File: src/rtl/lsna_pkg.sv
// Package for the lazy subtree node allocator: sizes, codes, port structs and helpers.
package lsna_pkg;

  // Node store size and id widths
  localparam int NODE_COUNT = 64;
  localparam int ID_W       = 6;
  localparam int ID_LIMIT   = (NODE_COUNT < (1 << ID_W)) ? NODE_COUNT : (1 << ID_W);
  localparam int IDX_W      = $clog2(ID_LIMIT);

  // Command codes
  typedef enum logic [1:0] {
    CMD_ALLOC   = 2'd0,
    CMD_RELEASE = 2'd1,
    CMD_LINK    = 2'd2
  } cmd_t;

  // Result status codes
  typedef enum logic [1:0] {
    ST_OK    = 2'd0,
    ST_EMPTY = 2'd1,
    ST_NULL  = 2'd2
  } status_t;

  // Where the current value of one next link lives
  typedef enum logic [1:0] {
    SRC_INIT   = 2'd0,
    SRC_ZERO   = 2'd1,
    SRC_BANK_A = 2'd2,
    SRC_BANK_B = 2'd3
  } next_src_t;

  // The three links of one node
  typedef struct packed {
    logic [ID_W-1:0] left;
    logic [ID_W-1:0] right;
    logic [ID_W-1:0] next;
  } node_links_t;

  // Link store updates for one item, listed in the order they take effect
  typedef struct packed {
    logic             left_we;
    logic [IDX_W-1:0] left_idx;
    logic [ID_W-1:0]  left_val;
    logic             right_we;
    logic [IDX_W-1:0] right_idx;
    logic [ID_W-1:0]  right_val;
    logic             seq_a_we;
    logic [IDX_W-1:0] seq_a_idx;
    logic [ID_W-1:0]  seq_a_val;
    logic             seq_b_we;
    logic [IDX_W-1:0] seq_b_idx;
    logic [ID_W-1:0]  seq_b_val;
    logic             term_we;
    logic [IDX_W-1:0] term_idx;
    logic             clr_we;
    logic [IDX_W-1:0] clr_idx;
  } store_wr_t;

  // Nonzero id below the store size
  function automatic logic id_valid(input logic [ID_W-1:0] id);
    return (id != '0) && ({1'b0, id} < (ID_W+1)'(ID_LIMIT));
  endfunction

  // Next link of an entry after reset: i+1, last entry null
  function automatic logic [ID_W-1:0] init_next(input logic [IDX_W-1:0] idx);
    logic [ID_W-1:0] v;
    v = ID_W'(idx);
    if (idx == IDX_W'(ID_LIMIT - 1)) begin
      return '0;
    end
    return v + ID_W'(1);
  endfunction

endpackage

File: src/rtl/lsna_ram.sv
// Generic single-port-write, single-port-read RAM with registered read data.
module lsna_ram #(
  parameter int WIDTH = 6,
  parameter int DEPTH = 64
) (
  input  logic                     clk,
  input  logic                     we,
  input  logic [$clog2(DEPTH)-1:0] waddr,
  input  logic [WIDTH-1:0]         wdata,
  input  logic                     re,
  input  logic [$clog2(DEPTH)-1:0] raddr,
  output logic [WIDTH-1:0]         rdata
);

  logic [WIDTH-1:0] mem [DEPTH];

  // Write port
  always_ff @(posedge clk) begin
    if (we) begin
      mem[waddr] <= wdata;
    end
  end

  // Registered read port, old data on a same-address write
  always_ff @(posedge clk) begin
    if (re) begin
      rdata <= mem[raddr];
    end
  end

endmodule

File: src/rtl/lsna_store.sv
// Link store: left/right/next link RAMs, per-entry valid and source tags, read forwarding.
module lsna_store (
  input  logic                      clk,
  input  logic                      rst,
  input  lsna_pkg::store_wr_t       wr,
  input  logic                      rd_en,
  input  logic [lsna_pkg::IDX_W-1:0] rd_addr,
  output lsna_pkg::node_links_t     rd_links
);
  import lsna_pkg::*;

  // Per-entry state kept in flops
  logic [ID_LIMIT-1:0] left_vld;
  logic [ID_LIMIT-1:0] right_vld;
  next_src_t           next_src [ID_LIMIT];

  // RAM write strobes: only nonzero values need storage
  logic left_ram_we;
  logic right_ram_we;
  logic bank_a_we;
  logic bank_b_we;

  assign left_ram_we  = wr.left_we  && (wr.left_val  != '0);
  assign right_ram_we = wr.right_we && (wr.right_val != '0);
  assign bank_a_we    = wr.seq_a_we && (wr.seq_a_val != '0);
  assign bank_b_we    = wr.seq_b_we && (wr.seq_b_val != '0);

  logic [ID_W-1:0] left_q;
  logic [ID_W-1:0] right_q;
  logic [ID_W-1:0] bank_a_q;
  logic [ID_W-1:0] bank_b_q;

  lsna_ram #(.WIDTH(ID_W), .DEPTH(ID_LIMIT)) u_left_ram (
    .clk   (clk),
    .we    (left_ram_we),
    .waddr (wr.left_idx),
    .wdata (wr.left_val),
    .re    (rd_en),
    .raddr (rd_addr),
    .rdata (left_q)
  );

  lsna_ram #(.WIDTH(ID_W), .DEPTH(ID_LIMIT)) u_right_ram (
    .clk   (clk),
    .we    (right_ram_we),
    .waddr (wr.right_idx),
    .wdata (wr.right_val),
    .re    (rd_en),
    .raddr (rd_addr),
    .rdata (right_q)
  );

  lsna_ram #(.WIDTH(ID_W), .DEPTH(ID_LIMIT)) u_next_bank_a (
    .clk   (clk),
    .we    (bank_a_we),
    .waddr (wr.seq_a_idx),
    .wdata (wr.seq_a_val),
    .re    (rd_en),
    .raddr (rd_addr),
    .rdata (bank_a_q)
  );

  lsna_ram #(.WIDTH(ID_W), .DEPTH(ID_LIMIT)) u_next_bank_b (
    .clk   (clk),
    .we    (bank_b_we),
    .waddr (wr.seq_b_idx),
    .wdata (wr.seq_b_val),
    .re    (rd_en),
    .raddr (rd_addr),
    .rdata (bank_b_q)
  );

  // Valid bits and next-link source tags, updated in program order
  always_ff @(posedge clk) begin
    if (rst) begin
      left_vld  <= '0;
      right_vld <= '0;
      for (int i = 0; i < ID_LIMIT; i++) begin
        next_src[i] <= SRC_INIT;
      end
    end else begin
      if (wr.left_we) begin
        left_vld[wr.left_idx] <= (wr.left_val != '0);
      end
      if (wr.right_we) begin
        right_vld[wr.right_idx] <= (wr.right_val != '0);
      end
      if (wr.seq_a_we) begin
        next_src[wr.seq_a_idx] <= (wr.seq_a_val != '0) ? SRC_BANK_A : SRC_ZERO;
      end
      if (wr.seq_b_we) begin
        next_src[wr.seq_b_idx] <= (wr.seq_b_val != '0) ? SRC_BANK_B : SRC_ZERO;
      end
      if (wr.term_we) begin
        next_src[wr.term_idx] <= SRC_ZERO;
      end
      if (wr.clr_we) begin
        left_vld[wr.clr_idx]  <= 1'b0;
        right_vld[wr.clr_idx] <= 1'b0;
        next_src[wr.clr_idx]  <= SRC_ZERO;
      end
    end
  end

  // Forward RAM writes that land on the edge of the read
  logic             rd_fwd_left;
  logic             rd_fwd_right;
  logic             rd_fwd_a;
  logic             rd_fwd_b;
  logic [ID_W-1:0]  fwd_left_val;
  logic [ID_W-1:0]  fwd_right_val;
  logic [ID_W-1:0]  fwd_a_val;
  logic [ID_W-1:0]  fwd_b_val;
  logic [IDX_W-1:0] rd_idx;

  always_ff @(posedge clk) begin
    if (rst) begin
      rd_fwd_left  <= 1'b0;
      rd_fwd_right <= 1'b0;
      rd_fwd_a     <= 1'b0;
      rd_fwd_b     <= 1'b0;
    end else if (rd_en) begin
      rd_fwd_left  <= left_ram_we  && (wr.left_idx  == rd_addr);
      rd_fwd_right <= right_ram_we && (wr.right_idx == rd_addr);
      rd_fwd_a     <= bank_a_we    && (wr.seq_a_idx == rd_addr);
      rd_fwd_b     <= bank_b_we    && (wr.seq_b_idx == rd_addr);
    end
  end

  always_ff @(posedge clk) begin
    if (rd_en) begin
      fwd_left_val  <= wr.left_val;
      fwd_right_val <= wr.right_val;
      fwd_a_val     <= wr.seq_a_val;
      fwd_b_val     <= wr.seq_b_val;
      rd_idx        <= rd_addr;
    end
  end

  // Decode the links of the entry last read
  logic [ID_W-1:0] left_data;
  logic [ID_W-1:0] right_data;
  logic [ID_W-1:0] bank_a_data;
  logic [ID_W-1:0] bank_b_data;

  assign left_data   = rd_fwd_left  ? fwd_left_val  : left_q;
  assign right_data  = rd_fwd_right ? fwd_right_val : right_q;
  assign bank_a_data = rd_fwd_a     ? fwd_a_val     : bank_a_q;
  assign bank_b_data = rd_fwd_b     ? fwd_b_val     : bank_b_q;

  always_comb begin
    rd_links.left  = left_vld[rd_idx]  ? left_data  : '0;
    rd_links.right = right_vld[rd_idx] ? right_data : '0;
    case (next_src[rd_idx])
      SRC_INIT:   rd_links.next = init_next(rd_idx);
      SRC_ZERO:   rd_links.next = '0;
      SRC_BANK_A: rd_links.next = bank_a_data;
      SRC_BANK_B: rd_links.next = bank_b_data;
      default:    rd_links.next = '0;
    endcase
  end

endmodule

File: src/rtl/lsna_exec.sv
// Command logic: allocate with splice, release, link; builds store updates and result.
module lsna_exec (
  input  logic                       go,
  input  logic [1:0]                 cmd,
  input  logic [lsna_pkg::ID_W-1:0]  node_id,
  input  logic                       side,
  input  logic [lsna_pkg::ID_W-1:0]  child_id,
  input  logic [lsna_pkg::ID_W-1:0]  free_head,
  input  lsna_pkg::node_links_t      head_links,
  output lsna_pkg::store_wr_t        wr,
  output logic                       head_we,
  output logic [lsna_pkg::ID_W-1:0]  head_new,
  output logic [lsna_pkg::ID_W-1:0]  granted_id,
  output logic [1:0]                 status
);
  import lsna_pkg::*;

  store_wr_t       upd;
  logic [ID_W-1:0] w [3];
  logic            is_child [3];
  logic [1:0]      n;
  logic [1:0]      last;
  logic [ID_W-1:0] child_val;
  status_t         st;

  always_comb begin
    upd        = '0;
    head_we    = 1'b0;
    head_new   = '0;
    granted_id = '0;
    st         = ST_OK;
    n          = '0;
    last       = '0;
    child_val  = '0;
    for (int k = 0; k < 3; k++) begin
      w[k]        = '0;
      is_child[k] = 1'b0;
    end

    case (cmd)
      CMD_ALLOC: begin
        if (!id_valid(free_head)) begin
          st = ST_EMPTY;
        end else begin
          // Gather the non-null links of the popped node: left, right, next
          if (head_links.left != '0) begin
            w[n] = head_links.left;
            is_child[n] = 1'b1;
            n = n + 2'd1;
          end
          if (head_links.right != '0) begin
            w[n] = head_links.right;
            is_child[n] = 1'b1;
            n = n + 2'd1;
          end
          if (head_links.next != '0) begin
            w[n] = head_links.next;
            is_child[n] = 1'b0;
            n = n + 2'd1;
          end
          last = n - 2'd1;

          // Chain them into the free list
          head_we  = 1'b1;
          head_new = (n == 2'd0) ? '0 : w[0];
          upd.seq_a_we  = (n >= 2'd2);
          upd.seq_a_idx = w[0][IDX_W-1:0];
          upd.seq_a_val = w[1];
          upd.seq_b_we  = (n == 2'd3);
          upd.seq_b_idx = w[1][IDX_W-1:0];
          upd.seq_b_val = w[2];
          upd.term_we   = (n != 2'd0) && is_child[last];
          upd.term_idx  = w[last][IDX_W-1:0];

          // Hand the node out with its links cleared
          upd.clr_we  = 1'b1;
          upd.clr_idx = free_head[IDX_W-1:0];
          granted_id  = free_head;
        end
      end
      CMD_RELEASE: begin
        if (!id_valid(node_id)) begin
          st = ST_NULL;
        end else begin
          upd.seq_a_we  = 1'b1;
          upd.seq_a_idx = node_id[IDX_W-1:0];
          upd.seq_a_val = free_head;
          head_we       = 1'b1;
          head_new      = node_id;
        end
      end
      CMD_LINK: begin
        if (!id_valid(node_id)) begin
          st = ST_NULL;
        end else begin
          child_val = id_valid(child_id) ? child_id : '0;
          if (side == 1'b0) begin
            upd.left_we  = 1'b1;
            upd.left_idx = node_id[IDX_W-1:0];
            upd.left_val = child_val;
          end else begin
            upd.right_we  = 1'b1;
            upd.right_idx = node_id[IDX_W-1:0];
            upd.right_val = child_val;
          end
        end
      end
      default: begin
        st = ST_OK;
      end
    endcase

    // Updates only take effect when the item is processed
    upd.left_we  = upd.left_we  && go;
    upd.right_we = upd.right_we && go;
    upd.seq_a_we = upd.seq_a_we && go;
    upd.seq_b_we = upd.seq_b_we && go;
    upd.term_we  = upd.term_we  && go;
    upd.clr_we   = upd.clr_we   && go;
    head_we      = head_we      && go;
  end

  assign wr     = upd;
  assign status = st;

endmodule

File: src/rtl/lazy_subtree_node_allocator.sv
// Top level of the lazy subtree node allocator: input register, head register, result register.
// An accepted item waits in the input register until its result can enter the result register.
// Throughput: one item per cycle for every command while rsp is not stalled; the link RAMs are
//   read at the edge an item is accepted, with writes of the item ahead forwarded into that read.
// Reset: synchronous; the free list holds every nonzero node right after reset, with no clearing pass
//   (per-entry valid bits and next-link tags in flops stand in for the reset contents).
module lazy_subtree_node_allocator (
  input  logic                      clk,
  input  logic                      rst,
  input  logic                      req_valid,
  output logic                      req_stall,
  input  logic [1:0]                cmd,
  input  logic [lsna_pkg::ID_W-1:0] node_id,
  input  logic                      side,
  input  logic [lsna_pkg::ID_W-1:0] child_id,
  output logic                      rsp_valid,
  input  logic                      rsp_stall,
  output logic [lsna_pkg::ID_W-1:0] granted_id,
  output logic [1:0]                status
);
  import lsna_pkg::*;

  // Input register
  logic            in_vld;
  logic [1:0]      in_cmd;
  logic [ID_W-1:0] in_node;
  logic            in_side;
  logic [ID_W-1:0] in_child;

  // Free list head
  logic [ID_W-1:0] free_head;
  logic [ID_W-1:0] free_head_next;

  logic fire;
  logic accept;

  // Process when the result register is free or drains this cycle
  assign fire      = in_vld && (!rsp_valid || !rsp_stall);
  assign req_stall = in_vld && !fire;
  assign accept    = req_valid && !req_stall;

  always_ff @(posedge clk) begin
    if (rst) begin
      in_vld <= 1'b0;
    end else if (accept) begin
      in_vld <= 1'b1;
    end else if (fire) begin
      in_vld <= 1'b0;
    end
  end

  always_ff @(posedge clk) begin
    if (accept) begin
      in_cmd   <= cmd;
      in_node  <= node_id;
      in_side  <= side;
      in_child <= child_id;
    end
  end

  // Command logic and link store
  store_wr_t       wr;
  node_links_t     head_links;
  logic            head_we;
  logic [ID_W-1:0] head_new;
  logic [ID_W-1:0] res_granted;
  logic [1:0]      res_status;

  lsna_exec u_exec (
    .go         (fire),
    .cmd        (in_cmd),
    .node_id    (in_node),
    .side       (in_side),
    .child_id   (in_child),
    .free_head  (free_head),
    .head_links (head_links),
    .wr         (wr),
    .head_we    (head_we),
    .head_new   (head_new),
    .granted_id (res_granted),
    .status     (res_status)
  );

  assign free_head_next = head_we ? head_new : free_head;

  always_ff @(posedge clk) begin
    if (rst) begin
      free_head <= ID_W'(1);
    end else begin
      free_head <= free_head_next;
    end
  end

  // Links of the head the accepted item will see
  lsna_store u_store (
    .clk      (clk),
    .rst      (rst),
    .wr       (wr),
    .rd_en    (accept),
    .rd_addr  (free_head_next[IDX_W-1:0]),
    .rd_links (head_links)
  );

  // Result register
  always_ff @(posedge clk) begin
    if (rst) begin
      rsp_valid <= 1'b0;
    end else if (fire) begin
      rsp_valid <= 1'b1;
    end else if (!rsp_stall) begin
      rsp_valid <= 1'b0;
    end
  end

  always_ff @(posedge clk) begin
    if (fire) begin
      granted_id <= res_granted;
      status     <= res_status;
    end
  end

endmodule
File: config.mk
export PLATFORM = sky130hd
export DESIGN_NAME = lazy_subtree_node_allocator
export DESIGN_NICKNAME = d
export VERILOG_FILES = /design/src/rtl/lsna_pkg.sv /design/src/rtl/lsna_ram.sv /design/src/rtl/lsna_store.sv /design/src/rtl/lsna_exec.sv /design/src/rtl/lazy_subtree_node_allocator.sv
export SDC_FILE = /design/constraint.sdc
export NUM_CORES = 2
export LEC_CHECK = 0
export CAP_MARGIN = 30
export CORE_ASPECT_RATIO = 2
export CORE_UTILIZATION = 45
export CTS_CLUSTER_SIZE = 10
export DETAILED_ROUTE_END_ITERATION = 8
export DONT_BUFFER_PORTS = 1
export GPL_ROUTABILITY_DRIVEN = 0
export SETUP_SLACK_MARGIN = 0.4
export SYNTH_ARGS = -nofsm -noshare
export SYNTH_HDL_FRONTEND = slang
export SYNTH_SLANG_ARGS = --single-unit
export TNS_END_PERCENT = 30
File: constraint.sdc
create_clock -name clk -period 8.1 [get_ports clk]
set_input_delay 0 -clock clk [delete_from_list [all_inputs] [get_ports clk]]
set_output_delay 0 -clock clk [all_outputs]
set_load 0.005 [all_outputs]
==> impl_metrics.ini <==
[outcome]
status = finished, final reports clean

[critical_path]
cp_max_fo = 22
crit_arrival_ps = 8160
worstSetupPathType = reg -> reg
cp_common_cell = inv_1
cpPeakStageDelay_ps = 670
endpoint_kind = flip-flop
slowest_stage = or4_1
path_cells = buf_12 > mux4_2 > mux2i_1 > nand2_1 > nand4_2 > nand2_4 > or4_1 > and3b_1 > nand3_1 > inv_1 > fa_1 > inv_1 > ha_1 > inv_1 > nor3_2 > nand3_1 > and3_1 > mux2i_1 > and2_1 > and4b_1 > and3_1 > nor2_1 > a221oi_1
crit_required_ps = 8810
cp-start-kind = flip-flop

[synth]
ys_ff_latch = 1887
yosys.cell_count.top_type = nand2_1
syn_inst = 6956
synth-edff-count = 1613
synth_commonest_cells = nand2_1 (1,728), edfxtp_1 (1,613), nand3_1 (700)
netlist_area_mm2 = 0.0807
synth_largest_area_cell = edfxtp_1
syn_avg_cell_area_um2 = 11.6
yosysSeqAreaShare = 0.668
synth_top_area_frac = 0.600
ys.flop_type = edfxtp_1
synthTopCellsByArea = edfxtp_1 (60%), nand2_1 (8.0%), dfxtp_1 (6.8%)
async_reset_ff_frac = 0
synth_warnings = 0
ys_types = 109

[sta]
finalSetupViolCount = 0
grt_setup_unrepaired = yes
fin_worst_skew_ps = 69.5
hold_violations = 0
timing.fmax_mhz = 134
slew_viol_final = 0
totalNegativeSetupSlack_ps = 0
layout_min_cycle_time_ps = 7460
worst_pin_slew_ps = 1160
period_share = 0.921
slew-limit-headroom = 0.222

[layout]
drive_gt1_frac = 0.0904
final_nets = 6959
areaGrowthSynthToFinish_pct = 11.7
fin_cells = 9326
fillers = 15517

[place]
dp.cells = 8988
dp_hpwl_um = 172000
portBuffers = 0

[grt]
antenna_found_initial = 4
grt_pass1_vias = 57741
overflow = 0
grt_use_total = 0.290
grt_pass1_wl_um = 387000
grt_max_degree = 193

[route]
initialDrtViolationCount = 6235
via_per_inst = 6.27
drt_wl_total_um = 267000
first_pass_iters = 9
ant_nets = 0
routedWlPerCell_um = 28.6
drc = 0
vias = 58491

[clocking]
max-clock-path-buffers = 4
clk_latency_ps = 870
cts-root-buf = clkbuf_16
cts_buffers = 214
ctsHtreeMaxLevel = 4
clkSlewWorstSetupHoldPaths_ps = 60
cts_tree = built
clock_sinks = 1887

[floorplanning]
initial_core_util = 0.453
ios = 29
core_mm2 = 0.178
dieArea_mm2 = 0.181
dieHeight_um = 601
dieWidth_um = 302
row_count = 219

[power_and_ir_drop]
p_leak_nw = 30.6
max-vdd-ir-drop_v = 0.000192
power_density_mw_per_mm2 = 235

[worst_hold_path]
hp-class = in -> reg

[flow_run]
cap_violations = 0
## logic make-up after synthesis
family,after synthesis,synth area share
AND/OR/NAND/NOR,3401,0.187
flip-flops,1887,0.668
AO/OA/AOI/OAI,915,0.0806
buffers and inverters,535,0.0276
multiplexers,193,0.0333
XOR/XNOR,14,0.00152
adder cells (fa/ha/maj),10,0.00164
other,1,0.0000464
## timing repair
item                                    CTS  global route
setup buffers                             0             5
hold buffers                             36             0
endpoints found under the setup margin    0            58
hold endpoints to repair                256             0
gates resized for setup                   0             7
## critical path, delay by kind of cell (launching register included)
family	cells	cell delay (ps)
DFF	1	520
adders and majority gates	2	950
buffers and inverters	4	540
and+or+nand+nor	13	3920
AOI/OAI and AO/OA	1	240
muxes	3	1170
## per-layer routing
metal	routed length, µm	track usage
met1	90000	0.318
met2	137000	0.512
met3	18900	0.0437
met4	20900	0.199
met5	0	0
## registers in the layout (all words and copies together) (netlist names), 2 cells and up, named ones only
register and flops:
free_head 6, granted_id 6, in_child 6, in_cmd 2
in_node 6, status 2, u_store.fwd_a_val 6, u_store.fwd_b_val 6
u_store.fwd_left_val 6, u_store.fwd_right_val 6, u_store.left_vld 64, u_store.next_src 128
u_store.rd_idx 6, u_store.right_vld 64, u_store.u_left_ram.mem 384, u_store.u_left_ram.rdata 6
u_store.u_next_bank_a.mem 384, u_store.u_next_bank_a.rdata 6, u_store.u_next_bank_b.mem 384, u_store.u_next_bank_b.rdata 6
u_store.u_right_ram.mem 384, u_store.u_right_ram.rdata 6
## where the power goes
part / internal, mW / leakage (nW) / switching [mW] / total, mW
registers: 10.5 / 19.4 / 0.0624 / 10.6
logic: 0.556 / 8.47 / 1.58 / 2.14
clock network: 4.79 / 2.78 / 3.71 / 8.50
## cell usage in the layout (no fill, tap or decap), types with 14 or more instances in the layout
cell type      netlist  layout
nor2_1             470     455
nor2_4               0      15
buf_4                6     167
nand4_1            133     133
nor4_1              31      31
a32oi_1             54      54
nor3_1              89      83
mux4_2              58      58
a311oi_1            14      14
dfxtp_1            274     272
a22oi_1             43      43
nand2_1           1728    1726
mux2i_1            120     120
and4_1              27      27
clkbuf_1           346      67
o221ai_1            22      22
nor2b_1             21      18
and2_1              43      30
o22ai_1             26      26
edfxtp_1          1613    1613
nand3_1            700     699
nand2b_1            30      30
dlygate4sd3_1        0      35
buf_12               0      34
o211ai_1            45      45
or3_1               18      18
a222oi_1            15      15
a211oi_1            45      45
o21ai_0             58      57
a2111oi_0           59      59
a21oi_1            164     160
a221oi_1            45      45
clkbuf_16            0     216
and3_1              24      22
a31oi_1            213     213
inv_1               28      25
## layout make-up
class	count	area (µm²)	area share
flip-flops and latches	1887	53900	0.598
multi-input cells	4545	25000	0.277
clock buffers	283	5660	0.0627
well taps	2320	2900	0.0322
repair buffers	249	2510	0.0278
inverters	33	149	0.00165
clock inverters	7	75.1	0.000832
diodes	2	5.00	0.0000555
## stage by stage
stage / utilization / power (mW) / area (µm²) / hold WS, ps / setup WS [ps]
6_report: 0.506 / 21.2 / 90200 / 86.5 / 640
5_1_grt: 0.506 / 21.7 / 90200 / 126 / 369
4_1_cts: 0.505 / 21.2 / 90000 / 42.4 / 445
3_5_place_dp: 0.471 / 12.8 / 83800 / 92.1 / 451
3_3_place_gp: 0.470 / 12.8 / 83700 / 88.4 / 524
2_1_floorplan: - / 12.0 / 80800 / 98.9 / 1410
## path summary, 6_finish.rpt
| kind | startpoint | to | slack [ps] | depth (start not counted) |
|---|---|---|---|---|
| min reg2reg | u_store.right_vld[0] | u_store.right_vld[0] | 470 | 1 |
| max reg2reg | flip-flop | u_store.next_src[26][1] | 640 | 23 |
| max | flip-flop | u_store.next_src[26][1] | 640 | 23 |
| min | rsp_stall | in_vld | 90 | 4 |
No activity file was read; power rests on OpenSTA's default activity.
